[config.mk]
export PLATFORM = sky130hd
export DESIGN_NAME = disk_block_bitmap_allocator_core
export DESIGN_NICKNAME = d
export VERILOG_FILES = /design/src/hdl/dbba_pkg.sv /design/src/hdl/disk_block_bitmap_allocator_core.sv /design/src/hdl/dbba_map.sv
export SDC_FILE = /design/constraint.sdc
export NUM_CORES = 1
export LEC_CHECK = 0
export BUFFER_PORTS_ARGS = -buffer_cell sky130_fd_sc_hd__buf_2
export CAP_MARGIN = 25
export CORE_MARGIN = 2
export CORE_UTILIZATION = 30
export DETAILED_ROUTE_END_ITERATION = 7
export PLACE_DENSITY = 0.42
export SYNTH_ARGS = -nofsm -noshare
export SYNTH_HDL_FRONTEND = slang
export SYNTH_HIERARCHICAL = 1
export SYNTH_SLANG_ARGS = --single-unit
export TNS_END_PERCENT = 50
[constraint.sdc]
create_clock -name clk -period 6.4 [get_ports clk]
set_input_delay 0.32 -clock clk [delete_from_list [all_inputs] [get_ports clk]]
set_output_delay 0.32 -clock clk [all_outputs]
set_load 0.01 [all_outputs]
[src/hdl/dbba_pkg.sv]
// dbba_pkg: shared constants and result codes for the disk block bitmap allocator
// used by disk_block_bitmap_allocator_core, depends on nothing
`default_nettype none

package dbba_pkg;

  // fixed field widths
  localparam int BLK_W = 6;
  localparam int REQ_W = 4;
  localparam int KIND_W = 3;

  // parameter defaults
  localparam int DISK_BLOCKS_DEF = 64;
  localparam int MAX_FILE_BLOCKS_DEF = 10;

  // reset value of the default request size
  localparam logic [REQ_W-1:0] DEF_REQ_RST = 4'd3;

  // operation codes
  localparam logic FUNC_ALLOC = 1'b0;
  localparam logic FUNC_FREE = 1'b1;

  typedef enum logic [KIND_W-1:0] {
    KIND_DATA    = 3'd0,
    KIND_INDEX   = 3'd1,
    KIND_NOINDEX = 3'd2,
    KIND_FULL    = 3'd3,
    KIND_FREED   = 3'd4
  } kind_t;

endpackage

`default_nettype wire

[src/hdl/disk_block_bitmap_allocator_core.sv]
// disk_block_bitmap_allocator_core: first-fit bitmap block allocator, top level
// depends on dbba_pkg and dbba_map
//
//   channel  direction  handshake              payload
//   in_      request    in_valid / in_stall    func, request_count, free_block
//   out_     result     out_valid / out_stall  kind, block_number, contig_found,
//                                              run_start, last
//   cfg_     write      cfg_we                 cfg_wdata (default request size)
//
// a free request gives one result
// an allocate request scans the map through the single read port of the
// block memory: a first pass for the run and free count, then, unless the
// disk is full, a second pass marking data and index blocks that may end early
// after reset a clearing pass zeroes the map; no request is taken meanwhile,
// cfg writes are taken always
// a stalled result holds the scan; the next request is taken only when the
// result register can accept its first result
`default_nettype none

module disk_block_bitmap_allocator_core #(
  parameter int DISK_BLOCKS = dbba_pkg::DISK_BLOCKS_DEF,
  parameter int MAX_FILE_BLOCKS = dbba_pkg::MAX_FILE_BLOCKS_DEF
) (
  input  wire logic                        clk,
  input  wire logic                        rst_n,
  input  wire logic                        in_valid,
  output logic                             in_stall,
  input  wire logic                        in_func,
  input  wire logic [dbba_pkg::REQ_W-1:0]  in_request_count,
  input  wire logic [dbba_pkg::BLK_W-1:0]  in_free_block,
  output logic                             out_valid,
  input  wire logic                        out_stall,
  output logic [dbba_pkg::KIND_W-1:0]      out_kind,
  output logic [dbba_pkg::BLK_W-1:0]       out_block_number,
  output logic                             out_contig_found,
  output logic [dbba_pkg::BLK_W-1:0]       out_run_start,
  output logic                             out_last,
  input  wire logic                        cfg_we,
  input  wire logic [dbba_pkg::REQ_W-1:0]  cfg_wdata
);

  localparam int AW = (DISK_BLOCKS > 1) ? $clog2(DISK_BLOCKS) : 1;
  localparam int CW = $clog2(MAX_FILE_BLOCKS + 1);
  localparam int BW = dbba_pkg::BLK_W;
  localparam logic [AW-1:0] LAST_ADDR = AW'(DISK_BLOCKS - 1);

  typedef enum logic [5:0] {
    ST_CLEAR = 6'b000001,
    ST_IDLE  = 6'b000010,
    ST_SCAN1 = 6'b000100,
    ST_FULL  = 6'b001000,
    ST_SCAN2 = 6'b010000,
    ST_NOIDX = 6'b100000
  } state_t;

  state_t state_r, state_nxt;
  logic [AW-1:0] ptr_r, ptr_nxt;
  logic [CW-1:0] n_r, n_nxt;
  logic [CW-1:0] streak_r, streak_nxt;
  logic [CW-1:0] cnt_r, cnt_nxt;
  logic [CW-1:0] got_r, got_nxt;
  logic found_r, found_nxt;
  logic [AW-1:0] start_r, start_nxt;
  logic [dbba_pkg::REQ_W-1:0] def_req_r;

  logic out_valid_r, out_valid_nxt;
  dbba_pkg::kind_t kind_r, kind_nxt;
  logic [BW-1:0] blk_r, blk_nxt;
  logic cfound_r, cfound_nxt;
  logic [BW-1:0] cstart_r, cstart_nxt;
  logic last_r, last_nxt;

  logic map_we, map_wdata, map_rdata;
  logic [AW-1:0] map_waddr;

  logic slot_ok, accept, blk_free;
  logic [CW-1:0] req_n, cnt_inc;

  dbba_map #(
    .DEPTH(DISK_BLOCKS),
    .AW(AW)
  ) u_map (
    .clk(clk),
    .we(map_we),
    .waddr(map_waddr),
    .wdata(map_wdata),
    .raddr(ptr_nxt),
    .rdata(map_rdata)
  );

  assign slot_ok = !out_valid_r || !out_stall;
  assign in_stall = !((state_r == ST_IDLE) && slot_ok);
  assign accept = in_valid && !in_stall;
  assign blk_free = !map_rdata;

  // effective request size
  always_comb begin
    if ((in_request_count == '0) || (32'(in_request_count) > 32'(MAX_FILE_BLOCKS))) begin
      if (def_req_r == '0) begin
        req_n = CW'(1);
      end else if (32'(def_req_r) > 32'(MAX_FILE_BLOCKS)) begin
        req_n = CW'(MAX_FILE_BLOCKS);
      end else begin
        req_n = CW'(def_req_r);
      end
    end else begin
      req_n = CW'(in_request_count);
    end
  end

  assign cnt_inc = (blk_free && (cnt_r < n_r)) ? CW'(cnt_r + CW'(1)) : cnt_r;

  always_comb begin
    state_nxt = state_r;
    ptr_nxt = ptr_r;
    n_nxt = n_r;
    streak_nxt = streak_r;
    cnt_nxt = cnt_r;
    got_nxt = got_r;
    found_nxt = found_r;
    start_nxt = start_r;
    map_we = 1'b0;
    map_waddr = ptr_r;
    map_wdata = 1'b0;
    out_valid_nxt = out_valid_r && out_stall;
    kind_nxt = kind_r;
    blk_nxt = blk_r;
    cfound_nxt = cfound_r;
    cstart_nxt = cstart_r;
    last_nxt = last_r;

    case (state_r)
      ST_CLEAR: begin
        map_we = 1'b1;
        if (ptr_r == LAST_ADDR) begin
          ptr_nxt = '0;
          state_nxt = ST_IDLE;
        end else begin
          ptr_nxt = ptr_r + AW'(1);
        end
      end

      ST_IDLE: begin
        ptr_nxt = '0;
        if (accept) begin
          if (in_func == dbba_pkg::FUNC_FREE) begin
            map_we = 32'(in_free_block) < 32'(DISK_BLOCKS);
            map_waddr = AW'(in_free_block);
            map_wdata = 1'b0;
            out_valid_nxt = 1'b1;
            kind_nxt = dbba_pkg::KIND_FREED;
            blk_nxt = in_free_block;
            cfound_nxt = 1'b0;
            cstart_nxt = '0;
            last_nxt = 1'b1;
          end else begin
            n_nxt = req_n;
            streak_nxt = '0;
            cnt_nxt = '0;
            found_nxt = 1'b0;
            start_nxt = '0;
            state_nxt = ST_SCAN1;
          end
        end
      end

      // run search and free count in one pass
      ST_SCAN1: begin
        if (blk_free) begin
          if (streak_r < n_r) begin
            streak_nxt = CW'(streak_r + CW'(1));
          end
          if (!found_r && (CW'(streak_r + CW'(1)) == n_r)) begin
            found_nxt = 1'b1;
            start_nxt = ptr_r - AW'(n_r) + AW'(1);
          end
        end else begin
          streak_nxt = '0;
        end
        cnt_nxt = cnt_inc;
        if (ptr_r == LAST_ADDR) begin
          ptr_nxt = '0;
          got_nxt = '0;
          state_nxt = (cnt_inc < n_r) ? ST_FULL : ST_SCAN2;
        end else begin
          ptr_nxt = ptr_r + AW'(1);
        end
      end

      ST_FULL: begin
        if (slot_ok) begin
          out_valid_nxt = 1'b1;
          kind_nxt = dbba_pkg::KIND_FULL;
          blk_nxt = '0;
          cfound_nxt = found_r;
          cstart_nxt = BW'(start_r);
          last_nxt = 1'b1;
          state_nxt = ST_IDLE;
        end
      end

      // mark the lowest free blocks, then the index block
      ST_SCAN2: begin
        if (!blk_free || slot_ok) begin
          if (blk_free) begin
            map_we = 1'b1;
            map_wdata = 1'b1;
            out_valid_nxt = 1'b1;
            blk_nxt = BW'(ptr_r);
            cfound_nxt = found_r;
            cstart_nxt = BW'(start_r);
            if (got_r < n_r) begin
              kind_nxt = dbba_pkg::KIND_DATA;
              last_nxt = 1'b0;
              got_nxt = CW'(got_r + CW'(1));
            end else begin
              kind_nxt = dbba_pkg::KIND_INDEX;
              last_nxt = 1'b1;
            end
          end
          if (blk_free && (got_r == n_r)) begin
            ptr_nxt = '0;
            state_nxt = ST_IDLE;
          end else if (ptr_r == LAST_ADDR) begin
            ptr_nxt = '0;
            state_nxt = ST_NOIDX;
          end else begin
            ptr_nxt = ptr_r + AW'(1);
          end
        end
      end

      ST_NOIDX: begin
        if (slot_ok) begin
          out_valid_nxt = 1'b1;
          kind_nxt = dbba_pkg::KIND_NOINDEX;
          blk_nxt = '0;
          cfound_nxt = found_r;
          cstart_nxt = BW'(start_r);
          last_nxt = 1'b1;
          state_nxt = ST_IDLE;
        end
      end

      default: begin
        state_nxt = ST_IDLE;
        ptr_nxt = '0;
      end
    endcase
  end

  always_ff @(posedge clk) begin
    if (!rst_n) begin
      state_r <= ST_CLEAR;
      ptr_r <= '0;
      out_valid_r <= 1'b0;
      def_req_r <= dbba_pkg::DEF_REQ_RST;
    end else begin
      state_r <= state_nxt;
      ptr_r <= ptr_nxt;
      out_valid_r <= out_valid_nxt;
      if (cfg_we) begin
        def_req_r <= cfg_wdata;
      end
    end
  end

  always_ff @(posedge clk) begin
    n_r <= n_nxt;
    streak_r <= streak_nxt;
    cnt_r <= cnt_nxt;
    got_r <= got_nxt;
    found_r <= found_nxt;
    start_r <= start_nxt;
    kind_r <= kind_nxt;
    blk_r <= blk_nxt;
    cfound_r <= cfound_nxt;
    cstart_r <= cstart_nxt;
    last_r <= last_nxt;
  end

  assign out_valid = out_valid_r;
  assign out_kind = kind_r;
  assign out_block_number = blk_r;
  assign out_contig_found = cfound_r;
  assign out_run_start = cstart_r;
  assign out_last = last_r;

`ifndef SYNTHESIS
  a_last_kind: assert property (@(posedge clk) disable iff (!rst_n)
    out_valid_r |-> (last_r == (kind_r != dbba_pkg::KIND_DATA)))
    else $error("last flag does not match result kind");

  a_clear_quiet: assert property (@(posedge clk) disable iff (!rst_n)
    (state_r == ST_CLEAR) |-> (!out_valid_r && in_stall))
    else $error("activity during map clearing pass");

  a_got_bound: assert property (@(posedge clk) disable iff (!rst_n)
    (state_r == ST_SCAN2) |-> (got_r <= n_r))
    else $error("more data blocks than requested");

  a_full_no_run: assert property (@(posedge clk) disable iff (!rst_n)
    (out_valid_r && (kind_r == dbba_pkg::KIND_FULL)) |-> !cfound_r)
    else $error("disk full reported with a free run found");

  a_run_fits: assert property (@(posedge clk) disable iff (!rst_n)
    ((state_r == ST_SCAN2) && found_r) |->
      (32'(start_r) + 32'(n_r) <= 32'(DISK_BLOCKS)))
    else $error("contiguous run runs past the disk");
`endif

endmodule

`default_nettype wire

[src/hdl/dbba_map.sv]
// dbba_map: used/free bit memory, one write port and one registered read port
// depends on nothing; instantiated by disk_block_bitmap_allocator_core
`default_nettype none

module dbba_map #(
  parameter int DEPTH = 64,
  parameter int AW = 6
) (
  input  wire logic          clk,
  input  wire logic          we,
  input  wire logic [AW-1:0] waddr,
  input  wire logic          wdata,
  input  wire logic [AW-1:0] raddr,
  output logic               rdata
);

  logic mem [DEPTH];
  logic rdata_r;

  always_ff @(posedge clk) begin
    if (we) begin
      mem[waddr] <= wdata;
    end
    rdata_r <= mem[raddr];
  end

  assign rdata = rdata_r;

endmodule

`default_nettype wire
==> summary.md <==
| Metric | Value |
|---|---|
| Worst path buffer plus inverter count | 1 |
| DRT iter0 DRCs | 258 |
| DRC viols | 0 |
| Gp weighted congestion | 0.8286 |
| GRT Resource Usage Total | 0.1455 |
| Hold depth | 3 |
| Most frequent cells in the layout | 104 x edfxtp_1, 91 x nor2_1, 39 x buf_2 |
| Final Hold Violating Endpoints | 0 |
| Pre-antenna DRT Iters | 4 |
| VDD IR max | 0.0001742 V |
| Area of the core | 0.02109 mm2 |
| Crit path cell chain | inv_1 > ha_1 > nand4_1 > o211ai_1 > o21ai_2 > a22o_1 > mux4_2 > mux2i_1 > mux2i_1 > a21oi_1 > a21oi_1 |
| Pwr dens | 289.8 mW/mm2 |
| Vias/cell | 4.982 |
| Post-synth net total | 598 |
| IO buf count | 38 |
| Leading area contributor after synthesis | edfxtp_1 |
| H-tree levels | 4 |
| Rel. slew slack | 0.3326 |
| Full die area | 0.02272 mm2 |
| Largest delay share family, worst path | compound AO/OA/AOI/OAI gates |
| RSZ-0062 raised after global routing | false |
| Ports | 39 |
| Status | complete, no violations |
| Dpl hpwl | 11020 um |
| Primary FF master, synth | edfxtp_1 |
| CP Class | flop to flop |
| Worst Path Max Fanout | 13 |
| Num CTS Buffers | 17 |
| Clock Latency Late Sink | 420 ps |
| Setup crit end kind | flop |
| CP Launch Type | flop |
| Fillers | 2110 |
| FF+latch area | 0.003483 mm2 |
| Die Wd | 150.7 um |
| Arr. time, crit path | 3980 ps |
| ANT cells | 0 |
| R2R cell count | 11 |
| Hold WC Path Type | input pin to flop |
| R2r setup slk | 2730 ps |
| Worst reg2reg path endpoint | u_map/rdata |
| Seq cells post-synth | 122 |
| Max cap viols | 0 |
| Post-route ant nets | 0 |
| Hold slack final | 121.7 ps |
| Leakage power | 0.002532 uW |
| Synth area leaders | edfxtp_1 48%, dfxtp_1 5.6%, nor2_1 5.3%, ha_1 5.2%, mux4_2 3.8% |
| Post-Route Setup TNS | 0 ps |
| Die Span Y | 150.7 um |
| Synth cell types | 61 |
| Fin util | 0.3524 |
| Clock sink count | 122 |
| Sequential fraction of the synthesis area | 0.5393 |
| Fin crit period | 3669 ps |
| Post_cts resized | 0 |
| Reg-to-Reg Start | n_r[2] |
| Hold EP | def_req_r[1] |
| Clock Path Buffers | 2 |
| Initial antenna violation count | 0 |
| Nets | 635 |
| Post-CTS Setup Bufs | 0 |
| Clock transition at the registers of the reported paths | 60 ps |
| Vias in the first global route | 4405 |
| Hold Buf Count CTS | 0 |
| Slowest cell on crit path | a22o_1 |
| WL final | 15510 um |
| # setup viols final | 0 |
| CP peak stage delay | 740 ps |
| Syn Std Cell Area | 0.006459 mm2 |
| Starting Density | 0.3063 |
| Pin count of the biggest net entering global routing | 66 |
| Pins Over Slew Limit | 0 |
| Tcrit/Tclk final | 0.5732 |
| Synthesis Warnings | 6 |
| Clk root buf | clkbuf_16 |
| Worst Tran Pin Value | 997.4 ps |
| Area of the multi-input gates | 0.002734 mm2 |
| Vias | 4359 |
| Clock skew | 10.69 ps |
| GRT Residual Overflow | 0 |
| Async SR Flop Fraction | 0 |
| Commonest non-fill, non-tap cell in the layout | edfxtp_1 |
| Number of flops mapped to enable cells by yosys | 104 |
| Maximum clock frequency | 0.2726 GHz |
| Average size of a mapped cell | 11.74 um2 |
| Area growth syn-to-layout | 15.05% |
| Wire length per cell | 17.73 um |
| Top cell type's share of synthesized area | 0.4835 |
| Layout cell share with drive strength beyond 1 | 0.1717 |
| Synth Instances | 550 |
| Hold path startpoint | cfg_wdata[1] |
| Placement Rows | 53 |
| Required time worst endpoint | 6710 ps |
| First-pass GRT wire length | 24480 um |
| CTS tree | built |
-- worst max path at each step --
stage,start,end,slack (ps),cells past startpoint
2_1_floorplan,state_r[5],u_map/mem[14],2890,9
3_3_place_gp,n_r[3],u_map/rdata,2670,12
3_5_place_dp,n_r[2],u_map/rdata,2580,12
4_1_cts,n_r[2],u_map/rdata,2540,12
5_1_grt,n_r[1],u_map/rdata,2440,11
6_report,n_r[2],u_map/rdata,2730,11
-- flip-flops by register name (all words and copies together) (netlist names), 6 cells and up --
register and flops:
start_r 6, out_block_number 6, state_r 6, u_map/mem 64, out_run_start 6, ptr_r 6
-- tightest hold or removal path, delay by kind of cell --
| family | cells | cell delay [ps] |
|---|---|---|
| mux | 1 | 50 |
| simple gates | 1 | 60 |
| buf+inv | 1 | 70 |
-- stage by stage --
stage / setup slack [ps] / power [uW] / cells / cell area, um2
after detailed placement: 2582 / 1235 / 841 / 6845
final: 2731 / 2153 / 875 / 7431
after floorplan: 2892 / 1155 / 550 / 6459
after CTS: 2544 / 2176 / 873 / 7411
after global routing: 2436 / 2250 / 875 / 7431
after global placement: 2671 / 1230 / 841 / 6845
-- cell families (layout without fill, tap and decap cells) --
| family | after synthesis | after routing | synth area share |
|---|---|---|---|
| XOR/XNOR | 14 | 14 | 0.01899 |
| flip-flops | 122 | 122 | 0.5393 |
| AND/OR/NAND/NOR | 220 | 220 | 0.1713 |
| AO/OA/AOI/OAI | 89 | 89 | 0.09124 |
| adder cells (fa/ha/maj) | 29 | 29 | 0.05695 |
| buffers and inverters | 44 | 94 | 0.03739 |
| multiplexers | 32 | 32 | 0.08485 |
-- report_power, final --
part | leakage (uW) | switching [uW] | internal [uW]
Sequential | 0.000972 | 33.8 | 872
Combinational | 0.00130 | 186 | 131
Clock | 0.000264 | 389 | 542
Total | 0.00253 | 609 | 1540
-- final cells by class --
class	count	share of cell area
Sequential cell	122	0.4688
Multi-Input combinational cell	384	0.3679
Clock buffer	18	0.05775
Tap cell	275	0.04630
Timing Repair Buffer	43	0.03132
Clock inverter	14	0.01835
Inverter	19	0.009598
-- Yosys cell counts, types with 8 or more instances --
cell,number
ha_1,27
xor2_1,8
inv_1,18
clkbuf_1,12
nor2b_1,14
and2_1,11
a21oi_1,23
nand2_1,34
mux2i_1,9
nor3_1,13
nor2_1,91
dfxtp_1,18
o21ai_0,15
and3_1,8
nand3_1,13
edfxtp_1,104
mux4_2,11
-- per-layer routing --
metal / vias to the layer above / wire length, um / global-route usage
met5: - / 0 / 0
met1: 2164 / 7159 / 0.1835
li1: 2113 / - / -
met2: 62 / 7634 / 0.2427
met3: 20 / 438 / 0.03152
met4: 0 / 280 / 0.05888
No activity file was read; power rests on OpenSTA's default activity.
